[config.mk]
export PLATFORM = sky130hd
export DESIGN_NAME = i2c_master_transaction_engine_core_flat
export DESIGN_NICKNAME = d
export VERILOG_FILES = /design/src/imte_pkg.sv /design/src/imte_if.sv /design/src/i2c_master_transaction_engine_core.sv /design/src/flat_wrapper.sv
export SDC_FILE = /design/constraint.sdc
export NUM_CORES = 1
export LEC_CHECK = 0
export BUFFER_PORTS_ARGS = -buffer_cell sky130_fd_sc_hd__buf_2
export CAP_MARGIN = 20
export CORE_MARGIN = 4
export CORE_UTILIZATION = 50
export DETAILED_ROUTE_END_ITERATION = 7
export GPL_TIMING_DRIVEN = 0
export PLACE_DENSITY = 0.67
export SLEW_MARGIN = 20
export SYNTH_ARGS = -nofsm -noshare
export SYNTH_HDL_FRONTEND = slang
export SYNTH_SLANG_ARGS = --single-unit
export TNS_END_PERCENT = 10
[constraint.sdc]
create_clock -name i_clk -period 11.1 [get_ports i_clk]
set_input_delay 1.665 -clock i_clk [delete_from_list [all_inputs] [get_ports i_clk]]
set_output_delay 1.665 -clock i_clk [all_outputs]
set_load 0.005 [all_outputs]
[src/imte_pkg.sv]
package imte_pkg;

    // Command codes carried in the func field of an input item.
    localparam logic [2:0] FUNC_TICK  = 3'd0;
    localparam logic [2:0] FUNC_PUSH  = 3'd1;
    localparam logic [2:0] FUNC_WRITE = 3'd2;
    localparam logic [2:0] FUNC_READ  = 3'd3;
    localparam logic [2:0] FUNC_PROBE = 3'd4;

    // Completion status codes.
    localparam logic [2:0] ST_OK        = 3'd0;
    localparam logic [2:0] ST_ADDR_NACK = 3'd1;
    localparam logic [2:0] ST_REG_NACK  = 3'd2;
    localparam logic [2:0] ST_DATA_NACK = 3'd3;
    localparam logic [2:0] ST_BUS_BUSY  = 3'd4;

    // Register address modes.
    localparam logic [1:0] MODE_NONE   = 2'd0;
    localparam logic [1:0] MODE_ONE    = 2'd1;
    localparam logic [1:0] MODE_TWO    = 2'd2;
    localparam logic [1:0] MODE_FOLDED = 2'd3;

    localparam logic [9:0] ACK_TIMEOUT_RESET = 10'd250;

    typedef struct packed {
        logic [2:0]  func;
        logic        sda_in;
        logic        scl_in;
        logic [1:0]  addr_mode;
        logic [7:0]  device_address;
        logic [15:0] register_address;
        logic [15:0] byte_count;
        logic [7:0]  write_byte;
    } t_in_item;

    typedef struct packed {
        logic       scl_level;
        logic       sda_level;
        logic       accepted;
        logic       busy_res;
        logic       read_valid;
        logic [7:0] read_byte;
        logic       done_res;
        logic [2:0] status;
    } t_out_item;

endpackage

[src/imte_if.sv]
// Input item channel.
interface imte_in_if;
    logic                valid;
    logic                ready;
    imte_pkg::t_in_item  data;
    modport source (output valid, output data, input ready);
    modport sink   (input valid, input data, output ready);
endinterface

// Result item channel.
interface imte_out_if;
    logic                valid;
    logic                ready;
    imte_pkg::t_out_item data;
    modport source (output valid, output data, input ready);
    modport sink   (input valid, input data, output ready);
endinterface

// Configuration write channel for the acknowledge timeout.
interface imte_cfg_if;
    logic       valid;
    logic       ready;
    logic [9:0] data;
    modport source (output valid, output data, input ready);
    modport sink   (input valid, input data, output ready);
endinterface

[src/i2c_master_transaction_engine_core.sv]
// I2C master sequencer stepped by tick items, each one microsecond of bus time.
// Every input item (tick, buffer push, or write/read/probe start) yields exactly
// one result item carrying the SCL/SDA drive levels, command acceptance, busy,
// a received byte and completion status. An item is accepted in every cycle
// while the result register is empty or being drained: the whole step, up to
// two chained sequencer actions, runs as one combinational pass between the
// accepted item and the result register, so throughput is one item per clock.
// Write data is staged in a WRITE_DEPTH-byte buffer that empties when a write
// transaction ends. The acknowledge timeout register may be written while idle.
module i2c_master_transaction_engine_core #(
    parameter int WRITE_DEPTH = 16
) (
    input  logic           i_clk,
    input  logic           i_rst_n,
    imte_in_if.sink        i_in,
    imte_out_if.source     o_out,
    imte_cfg_if.sink       i_cfg
);

    localparam int PW = $clog2(WRITE_DEPTH + 1);
    localparam int IW = (WRITE_DEPTH > 1) ? $clog2(WRITE_DEPTH) : 1;

    typedef enum logic [3:0] {
        PH_IDLE, PH_START1, PH_ADDR_W, PH_REG_HI, PH_REG_LO,
        PH_WDATA, PH_START2, PH_ADDR_R, PH_RDATA, PH_STOP
    } t_phase;

    typedef struct packed {
        t_phase      phase;
        logic [2:0]  micro;
        logic [2:0]  seg;
        logic [3:0]  bitc;
        logic [7:0]  shreg;
        logic [9:0]  tickc;
        logic [15:0] remain;
        logic [PW-1:0] wpos;
        logic [PW-1:0] fill;
        logic [1:0]  mode;
        logic [7:0]  dev;
        logic [15:0] rega;
        logic        is_read;
        logic        is_probe;
        logic [2:0]  stat;
        logic        scl;
        logic        sda;
        logic        rvalid;
        logic [7:0]  rbyte;
        logic        done;
        logic [2:0]  dstat;
    } t_st;

    t_st r_st, n_st, s1, s2;
    logic [7:0] r_buf [WRITE_DEPTH];
    logic [9:0] r_timeout;
    logic       r_out_valid;
    imte_pkg::t_out_item r_out, n_out;
    logic       in_fire;
    logic       acc;
    imte_pkg::t_in_item it;

    assign it      = i_in.data;
    assign in_fire = i_in.valid && i_in.ready;
    assign i_in.ready  = !r_out_valid || o_out.ready;
    assign i_cfg.ready = 1'b1;
    assign o_out.valid = r_out_valid;
    assign o_out.data  = r_out;

    // Idle sequencer with both lines released.
    function automatic t_st reset_state();
        t_st o;
        o = '0;
        o.phase = PH_IDLE;
        o.scl = 1'b1;
        o.sda = 1'b1;
        return o;
    endfunction

    // Address byte with direction in bit 0; folded mode adds the high register bits.
    function automatic logic [7:0] addr_byte(input t_st s, input logic rd);
        logic [7:0] b;
        b = s.dev & 8'hFE;
        if (s.mode == imte_pkg::MODE_FOLDED) begin
            b = b + {s.rega[14:8], 1'b0};
        end
        return {b[7:1], rd};
    endfunction

    function automatic t_st begin_op(input t_st s, input t_phase p, input logic [7:0] b);
        t_st o;
        o = s;
        o.phase = p;
        o.micro = 3'd0;
        o.shreg = b;
        return o;
    endfunction

    // Choose the next byte stage once addressing is done.
    function automatic t_st data_stage(input t_st s);
        if (s.is_read) begin
            return begin_op(s, PH_START2, 8'd0);
        end else if (s.remain != 16'd0 && s.wpos < PW'(WRITE_DEPTH)) begin
            return begin_op(s, PH_WDATA, r_buf[s.wpos[IW-1:0]]);
        end else begin
            return begin_op(s, PH_STOP, 8'd0);
        end
    endfunction

    function automatic t_st finish_op(input t_st s);
        t_st o;
        o = s;
        case (s.phase)
            PH_START1: begin
                if (s.is_read && s.mode == imte_pkg::MODE_NONE) begin
                    o = begin_op(s, PH_ADDR_R, addr_byte(s, 1'b1));
                end else begin
                    o = begin_op(s, PH_ADDR_W, addr_byte(s, 1'b0));
                end
            end
            PH_ADDR_W: begin
                if (s.is_probe) begin
                    o = begin_op(s, PH_STOP, 8'd0);
                end else if (s.mode == imte_pkg::MODE_TWO) begin
                    o = begin_op(s, PH_REG_HI, s.rega[15:8]);
                end else if (s.mode != imte_pkg::MODE_NONE) begin
                    o = begin_op(s, PH_REG_LO, s.rega[7:0]);
                end else begin
                    o = data_stage(s);
                end
            end
            PH_REG_HI: o = begin_op(s, PH_REG_LO, s.rega[7:0]);
            PH_REG_LO: o = data_stage(s);
            PH_WDATA: begin
                o.wpos = s.wpos + PW'(1);
                if (s.remain != 16'd0) begin
                    o.remain = s.remain - 16'd1;
                end
                o = data_stage(o);
            end
            PH_START2: o = begin_op(s, PH_ADDR_R, addr_byte(s, 1'b1));
            PH_ADDR_R: o = begin_op(s, PH_RDATA, 8'd0);
            PH_RDATA: begin
                if (s.remain != 16'd0) begin
                    o.remain = s.remain - 16'd1;
                end
                o = begin_op(o, (o.remain != 16'd0) ? PH_RDATA : PH_STOP, 8'd0);
            end
            default: o = begin_op(s, PH_STOP, 8'd0);
        endcase
        return o;
    endfunction

    // One sequencer action of the current phase and sub-step.
    function automatic t_st act(input t_st s, input logic sda);
        t_st o;
        logic last;
        o = s;
        last = (s.remain <= 16'd1);
        case (s.phase)
            PH_START1, PH_START2: begin
                case (s.micro)
                    3'd0: begin o.sda = 1'b1; o.scl = 1'b1; o.seg = 3'd4; o.micro = 3'd1; end
                    3'd1: begin o.sda = 1'b0; o.seg = 3'd4; o.micro = 3'd2; end
                    3'd2: begin o.scl = 1'b0; o.seg = 3'd4; o.micro = 3'd3; end
                    default: o = finish_op(s);
                endcase
            end
            PH_RDATA: begin
                case (s.micro)
                    3'd0: begin
                        o.sda = 1'b1; o.bitc = 4'd0; o.shreg = 8'd0;
                        o.seg = 3'd2; o.micro = 3'd1;
                    end
                    3'd1: begin
                        o.scl = 1'b1;
                        o.shreg = {s.shreg[6:0], sda};
                        if (s.bitc == 4'd7) begin
                            o.rvalid = 1'b1;
                            o.rbyte  = {s.shreg[6:0], sda};
                        end
                        o.seg = 3'd2; o.micro = 3'd2;
                    end
                    3'd2: begin
                        o.scl = 1'b0;
                        o.bitc = s.bitc + 4'd1;
                        if (o.bitc < 4'd8) begin
                            o.seg = 3'd2; o.micro = 3'd1;
                        end else begin
                            o.micro = 3'd3;
                        end
                    end
                    3'd3: begin
                        o.scl = 1'b0; o.sda = last; o.seg = 3'd2; o.micro = 3'd4;
                    end
                    3'd4: begin o.scl = 1'b1; o.seg = 3'd2; o.micro = 3'd5; end
                    3'd5: begin
                        o.scl = 1'b0; o.seg = last ? 3'd1 : 3'd2; o.micro = 3'd6;
                    end
                    default: begin
                        o.sda = 1'b1;
                        o = finish_op(o);
                    end
                endcase
            end
            PH_STOP: begin
                case (s.micro)
                    3'd0: begin o.sda = 1'b0; o.seg = 3'd1; o.micro = 3'd1; end
                    3'd1: begin o.scl = 1'b1; o.seg = 3'd4; o.micro = 3'd2; end
                    3'd2: begin o.sda = 1'b1; o.seg = 3'd4; o.micro = 3'd3; end
                    default: begin
                        o.done = 1'b1;
                        o.dstat = s.stat;
                        if (!s.is_read && !s.is_probe) begin
                            o.fill = '0;
                        end
                        o.phase = PH_IDLE; o.micro = 3'd0; o.seg = 3'd0;
                    end
                endcase
            end
            default: begin
                case (s.micro)
                    3'd0: begin o.scl = 1'b0; o.bitc = 4'd0; o.seg = 3'd1; o.micro = 3'd1; end
                    3'd1: begin
                        o.sda = s.shreg[7];
                        o.shreg = {s.shreg[6:0], 1'b0};
                        o.seg = 3'd1; o.micro = 3'd2;
                    end
                    3'd2: begin o.scl = 1'b1; o.seg = 3'd2; o.micro = 3'd3; end
                    3'd3: begin
                        o.scl = 1'b0; o.seg = 3'd1;
                        o.bitc = s.bitc + 4'd1;
                        o.micro = (o.bitc < 4'd8) ? 3'd1 : 3'd4;
                    end
                    3'd4: begin o.sda = 1'b1; o.seg = 3'd1; o.micro = 3'd5; end
                    3'd5: begin
                        o.scl = 1'b1; o.tickc = 10'd0; o.seg = 3'd1; o.micro = 3'd6;
                    end
                    3'd6: begin
                        if (!sda) begin
                            o.scl = 1'b0; o.seg = 3'd1; o.micro = 3'd7;
                        end else if (s.tickc >= r_timeout) begin
                            if (s.phase == PH_ADDR_W) begin
                                o.stat = imte_pkg::ST_ADDR_NACK;
                            end else if (s.phase == PH_REG_HI || s.phase == PH_REG_LO) begin
                                o.stat = imte_pkg::ST_REG_NACK;
                            end else begin
                                o.stat = imte_pkg::ST_DATA_NACK;
                            end
                            o = begin_op(o, PH_STOP, 8'd0);
                        end else begin
                            o.tickc = s.tickc + 10'd1; o.seg = 3'd1;
                        end
                    end
                    default: o = finish_op(s);
                endcase
            end
        endcase
        return o;
    endfunction

    function automatic t_st launch(input t_st s, input logic rd, input logic pr,
                                   input logic [1:0] m, input logic [7:0] d,
                                   input logic [15:0] r);
        t_st o;
        o = s;
        o.mode = m; o.dev = d; o.rega = r;
        o.is_read = rd; o.is_probe = pr;
        o.wpos = '0; o.stat = imte_pkg::ST_OK; o.tickc = 10'd0; o.bitc = 4'd0;
        o.phase = PH_START1; o.micro = 3'd0; o.seg = 3'd1;
        return o;
    endfunction

    // Step the sequencer, or apply a command, for the item being accepted.
    always_comb begin
        s1 = r_st;
        s1.rvalid = 1'b0; s1.rbyte = 8'd0; s1.done = 1'b0; s1.dstat = imte_pkg::ST_OK;
        s2 = s1;
        n_st = s1;
        acc = 1'b0;
        case (it.func)
            imte_pkg::FUNC_TICK: begin
                if (s1.phase != PH_IDLE) begin
                    if (s1.seg != 3'd0) begin
                        s1.seg = s1.seg - 3'd1;
                    end
                    s2 = s1;
                    if (s1.seg == 3'd0) begin
                        s2 = act(s1, it.sda_in);
                    end
                    n_st = s2;
                    if (s2.phase != PH_IDLE && s2.seg == 3'd0) begin
                        n_st = act(s2, it.sda_in);
                    end
                end
            end
            imte_pkg::FUNC_PUSH: begin
                if (s1.phase == PH_IDLE && s1.fill < PW'(WRITE_DEPTH)) begin
                    n_st.fill = s1.fill + PW'(1);
                    acc = 1'b1;
                end
            end
            imte_pkg::FUNC_WRITE: begin
                if (s1.phase == PH_IDLE) begin
                    n_st = launch(s1, 1'b0, 1'b0, it.addr_mode, it.device_address,
                                  it.register_address);
                    n_st.remain = (it.byte_count < 16'(s1.fill)) ? it.byte_count
                                                                 : 16'(s1.fill);
                    acc = 1'b1;
                end
            end
            imte_pkg::FUNC_READ: begin
                if (s1.phase == PH_IDLE) begin
                    n_st = launch(s1, 1'b1, 1'b0, it.addr_mode, it.device_address,
                                  it.register_address);
                    n_st.remain = (it.byte_count != 16'd0) ? it.byte_count : 16'd1;
                    acc = 1'b1;
                end
            end
            imte_pkg::FUNC_PROBE: begin
                if (s1.phase == PH_IDLE) begin
                    acc = 1'b1;
                    if (it.sda_in && it.scl_in) begin
                        n_st = launch(s1, 1'b0, 1'b1, imte_pkg::MODE_NONE,
                                      it.device_address, 16'd0);
                        n_st.remain = 16'd0;
                    end else begin
                        n_st.done  = 1'b1;
                        n_st.dstat = imte_pkg::ST_BUS_BUSY;
                    end
                end
            end
            default: begin
                acc = 1'b0;
            end
        endcase
    end

    // Result item fields.
    always_comb begin
        n_out.scl_level  = n_st.scl;
        n_out.sda_level  = n_st.sda;
        n_out.accepted   = acc;
        n_out.busy_res   = (n_st.phase != PH_IDLE);
        n_out.read_valid = n_st.rvalid;
        n_out.read_byte  = n_st.rvalid ? n_st.rbyte : 8'd0;
        n_out.done_res   = n_st.done;
        n_out.status     = n_st.done ? n_st.dstat : imte_pkg::ST_OK;
    end

    // Sequencer state, result register and timeout register.
    always_ff @(posedge i_clk) begin
        if (!i_rst_n) begin
            r_st        <= reset_state();
            r_out_valid <= 1'b0;
            r_timeout   <= imte_pkg::ACK_TIMEOUT_RESET;
        end else begin
            if (in_fire) begin
                r_st        <= n_st;
                r_out       <= n_out;
                r_out_valid <= 1'b1;
            end else if (o_out.ready) begin
                r_out_valid <= 1'b0;
            end
            if (i_cfg.valid && i_cfg.ready) begin
                r_timeout <= i_cfg.data;
            end
        end
    end

    // Write buffer, filled by push items.
    always_ff @(posedge i_clk) begin
        if (in_fire && acc && it.func == imte_pkg::FUNC_PUSH) begin
            r_buf[r_st.fill[IW-1:0]] <= it.write_byte;
        end
    end

endmodule

[src/flat_wrapper.sv]
// flat-port wrapper written by rule: the top's interface ports become plain ports
module i2c_master_transaction_engine_core_flat 
#(
    parameter int WRITE_DEPTH = 16
)
  (i_clk, i_rst_n, i_in_valid, i_in_data, i_in_ready, o_out_valid, o_out_data, o_out_ready, i_cfg_valid, i_cfg_data, i_cfg_ready);
  imte_in_if i_in_i ();
  imte_out_if o_out_i ();
  imte_cfg_if i_cfg_i ();
  input  logic i_clk;
  input  logic i_rst_n;
  input wire logic [$bits(i_in_i.valid)-1:0] i_in_valid;
  input wire logic [$bits(i_in_i.data)-1:0] i_in_data;
  output wire logic [$bits(i_in_i.ready)-1:0] i_in_ready;
  output wire logic [$bits(o_out_i.valid)-1:0] o_out_valid;
  output wire logic [$bits(o_out_i.data)-1:0] o_out_data;
  input wire logic [$bits(o_out_i.ready)-1:0] o_out_ready;
  input wire logic [$bits(i_cfg_i.valid)-1:0] i_cfg_valid;
  input wire logic [$bits(i_cfg_i.data)-1:0] i_cfg_data;
  output wire logic [$bits(i_cfg_i.ready)-1:0] i_cfg_ready;
  assign i_in_i.valid = i_in_valid;
  assign i_in_i.data = i_in_data;
  assign i_in_ready = i_in_i.ready;
  assign o_out_valid = o_out_i.valid;
  assign o_out_data = o_out_i.data;
  assign o_out_i.ready = o_out_ready;
  assign i_cfg_i.valid = i_cfg_valid;
  assign i_cfg_i.data = i_cfg_data;
  assign i_cfg_ready = i_cfg_i.ready;
  i2c_master_transaction_engine_core #(.WRITE_DEPTH(WRITE_DEPTH)) u_core (.i_clk(i_clk), .i_rst_n(i_rst_n), .i_in(i_in_i), .o_out(o_out_i), .i_cfg(i_cfg_i));
endmodule
==> results.py <==
metrics = {
    "grt": {
        "grt_pass1_wl_mm": 104,
        "grt_pass1_vias": 16400,
        "grt_max_degree": 18,
        "grt_util_all_layers_pct": 34.9,
        "gr-total-overflow": 0,
        "use_met1_pct": 47.3,
        "gr-usage-met2_pct": 55.4,
        "antenna_violations_before_repair": 4,
        "globalRoute.busiestLayer": "met2",
        "use_met3_pct": 6.41,
    },
    "setup_path": {
        "cp.required_ps": 11610,
        "critical_path_class": "reg2reg",
        "end_kind": "flop",
        "timing.critical_path.arrival_ps": 7190,
        "cp-start-kind": "flop",
        "critical_path.max_fanout": 9,
    },
    "sta": {
        "worst-slew-pin-transition_ps": 1280,
        "slew_viol_final": 0,
        "layout_skew_ps": 28.4,
        "timing.slew.headroom_pct": 14.0,
        "grt_setup_unrepaired": "no",
        "clock.fmax_mhz": 150,
        "fin_ws_ps": 4420,
        "final_hold_viol_count": 0,
        "fin_crit_ps": 6680,
        "fin_crit_sh_pct": 60.2,
        "setup_total_negative_slack_ps": 0,
        "setup_violations": 0,
        "final_hold_slack_ps": 480,
    },
    "synthesis": {
        "synth-async-reset-ratio_pct": 0,
        "post_synth.cell_area_avg_um2": 9.37,
        "synth_seq_area_share_pct": 36.2,
        "synth_top_flop_cell": "sky130_fd_sc_hd__edfxtp_1",
        "yosysUniqueCellTypes": 100,
        "synth-seq-cells": 250,
        "syn_inst": 1903,
        "mappedNetlistNets": 2020,
        "mapped_cell_area_um2": 17800,
        "synth_warnings": 0,
        "synth_edf_count": 145,
    },
    "finish": {
        "layout.cells.most_common": "sky130_fd_sc_hd__nand2_1",
        "ff_latch_area_um2": 6460,
        "fin_area_um2": 19900,
        "finished_core_util_pct": 57.0,
        "syn_to_final_growth_pct": 11.5,
        "final_cell_mix": "175 x sky130_fd_sc_hd__nand2_1, 145 x sky130_fd_sc_hd__edfxtp_1, 142 x sky130_fd_sc_hd__nor2_1",
        "layout_cells_excl_fill": 2501,
        "multi_input_area_um2": 10700,
        "final_layout_size_suffix_gt1_share_pct": 13.8,
        "final.fill_count": 3160,
        "nNetsFinal": 2140,
        "antenna_cells": 0,
    },
    "floorplan": {
        "die_width_um": 197,
        "start_util_pct": 51.1,
        "design.die.area_um2": 38700,
        "die_height_um": 197,
        "floorplan.core_area_um2": 34900,
        "top_level_ports": 90,
        "num_rows": 68,
    },
    "routing": {
        "detail_route.iter0.violations": 2088,
        "drt-total-wl_mm": 70.1,
        "ant_nets": 0,
        "detail_route.drc_violations": 0,
        "route.detailed.wl_per_inst_um": 28.0,
        "post_drt_via_cell_ratio": 6.94,
        "routed-via-count": 17400,
        "drt_pre_antenna_iters": 6,
    },
    "clocking": {
        "cts_made_buffers": 29,
        "cts_resized": 0,
        "worst_skew_pair.late_latency_ps": 600,
        "cts_tree": "built",
        "clk_root_buffer_cell": "sky130_fd_sc_hd__clkbuf_16",
        "clock-sinks": 250,
        "post_cts.repair.setup_buffers": 0,
        "cts_htree_levels": 1,
        "clock_tree.buffer_depth": 3,
        "cts_hold_buf": 0,
        "cts.reportedPaths.clkPinSlew_ps": 70,
    },
    "place": {
        "gp_congestion": 1.03,
        "post-place-ws_ps": 4650,
        "postPlaceCellArea_um2": 18900,
        "placed_cells": 2447,
        "detailed_place_hpwl_mm": 52.8,
        "buffer_ports.inserted": 83,
    },
    "power_and_ir_drop": {
        "totalPowerFinal_mw": 2.38,
        "p_leak_nw": 6.92,
        "power-per-cell-area_nw_per_um2": 120,
        "irDropWorstVdd_mv": 0.130,
    },
    "worst_hold_path": {
        "worst_hold_path_type": "reg2reg",
    },
    "job": {
        "drv.max_cap_violation_count": 0,
    },
    "run_status": {
        "status": "completed",
    },
}
-- worst max-delay path, stage by stage, from the launching register on --
cell,delay [ps]
sky130_fd_sc_hd__dfxtp_1,310
sky130_fd_sc_hd__clkbuf_1,250
sky130_fd_sc_hd__inv_1,160
sky130_fd_sc_hd__ha_1,390
sky130_fd_sc_hd__nor4bb_1,560
sky130_fd_sc_hd__o21ai_1,420
sky130_fd_sc_hd__a21oi_1,890
sky130_fd_sc_hd__nand3_1,380
sky130_fd_sc_hd__nor3_1,650
sky130_fd_sc_hd__nand3_1,180
sky130_fd_sc_hd__xor2_1,170
sky130_fd_sc_hd__nor2_1,140
sky130_fd_sc_hd__ha_1,270
sky130_fd_sc_hd__a21o_1,160
sky130_fd_sc_hd__a211oi_1,230
sky130_fd_sc_hd__o21ai_0,190
sky130_fd_sc_hd__a221oi_1,380
sky130_fd_sc_hd__o31a_1,230
sky130_fd_sc_hd__a211oi_1,90
sky130_fd_sc_hd__nor2_1,160
sky130_fd_sc_hd__o32ai_1,110
sky130_fd_sc_hd__a211oi_1,250
-- logic make-up after synthesis --
logic type               count (synthesis)  synth area share (%)
AO/OA/AOI/OAI                          552                  21.4
adder cells (fa/ha/maj)                 47                  3.34
flip-flops                             250                  36.2
XOR/XNOR                                32                  1.57
other                                    1                0.0210
buffers and inverters                  187                  4.14
multiplexers                           123                  12.4
AND/OR/NAND/NOR                        711                  20.9
-- registers in the layout, indices dropped and copies added, names as in the netlist, named ones only --
register,count
u_core.r_buf,128
u_core.r_st,90
u_core.o_out.data,17
u_core.r_timeout,10
u_core.o_out.valid,1
-- Yosys cell counts (35+ instances only) --
| master | count | area, um^2 |
|---|---|---|
| sky130_fd_sc_hd__dfxtp_1 | 105 | 2100 |
| sky130_fd_sc_hd__edfxtp_1 | 145 | 4350 |
| sky130_fd_sc_hd__o21ai_0 | 106 | 531 |
| sky130_fd_sc_hd__nor2b_1 | 49 | 307 |
| sky130_fd_sc_hd__a21boi_0 | 39 | 293 |
| sky130_fd_sc_hd__clkbuf_1 | 116 | 435 |
| sky130_fd_sc_hd__nand2_1 | 175 | 657 |
| sky130_fd_sc_hd__o211ai_1 | 35 | 263 |
| sky130_fd_sc_hd__mux4_2 | 77 | 1730 |
| sky130_fd_sc_hd__nor3_1 | 51 | 255 |
| sky130_fd_sc_hd__nor2_1 | 144 | 541 |
| sky130_fd_sc_hd__a21oi_1 | 100 | 500 |
| sky130_fd_sc_hd__nand3_1 | 70 | 350 |
| sky130_fd_sc_hd__ha_1 | 46 | 576 |
| sky130_fd_sc_hd__inv_1 | 42 | 158 |
-- worst paths after layout --
| check | start | endpoint | slack, ps | cells after the start |
|---|---|---|---|---|
| max reg2reg | u_core.r_st[94]$_SDFFE_PN0P_ | u_core.r_st[87]$_SDFFE_PN0P_ | 4420 | 21 |
| max | u_core.r_st[94]$_SDFFE_PN0P_ | u_core.r_st[87]$_SDFFE_PN0P_ | 4420 | 21 |
| min reg2reg | u_core.r_st[35]$_SDFFE_PN0P_ | u_core.r_st[35]$_SDFFE_PN0P_ | 480 | 2 |
| min | u_core.r_st[35]$_SDFFE_PN0P_ | u_core.r_st[35]$_SDFFE_PN0P_ | 480 | 2 |
-- where the power goes --
part           internal [mW]  switching (mW)
clock network          0.564           0.414
registers              0.990         0.00681
logic                  0.123           0.281
-- metal layers --
layer	vias up	share of wire (%)
met5	-	0.041
met1	8447	40
met2	1099	45
li1	7602	-
met3	212	9.9
met4	6	5.3
-- layout make-up --
cell class	instances	share of cell area, %
inverter	44	0.831
sequential	250	32.5
multi-input combinational	1466	53.7
tap	455	2.87
buffer	143	2.88
clock buffer	37	4.06
clock inverter	17	0.825
timing repair buffer	89	2.32
No activity file was read; power rests on OpenSTA's default activity.
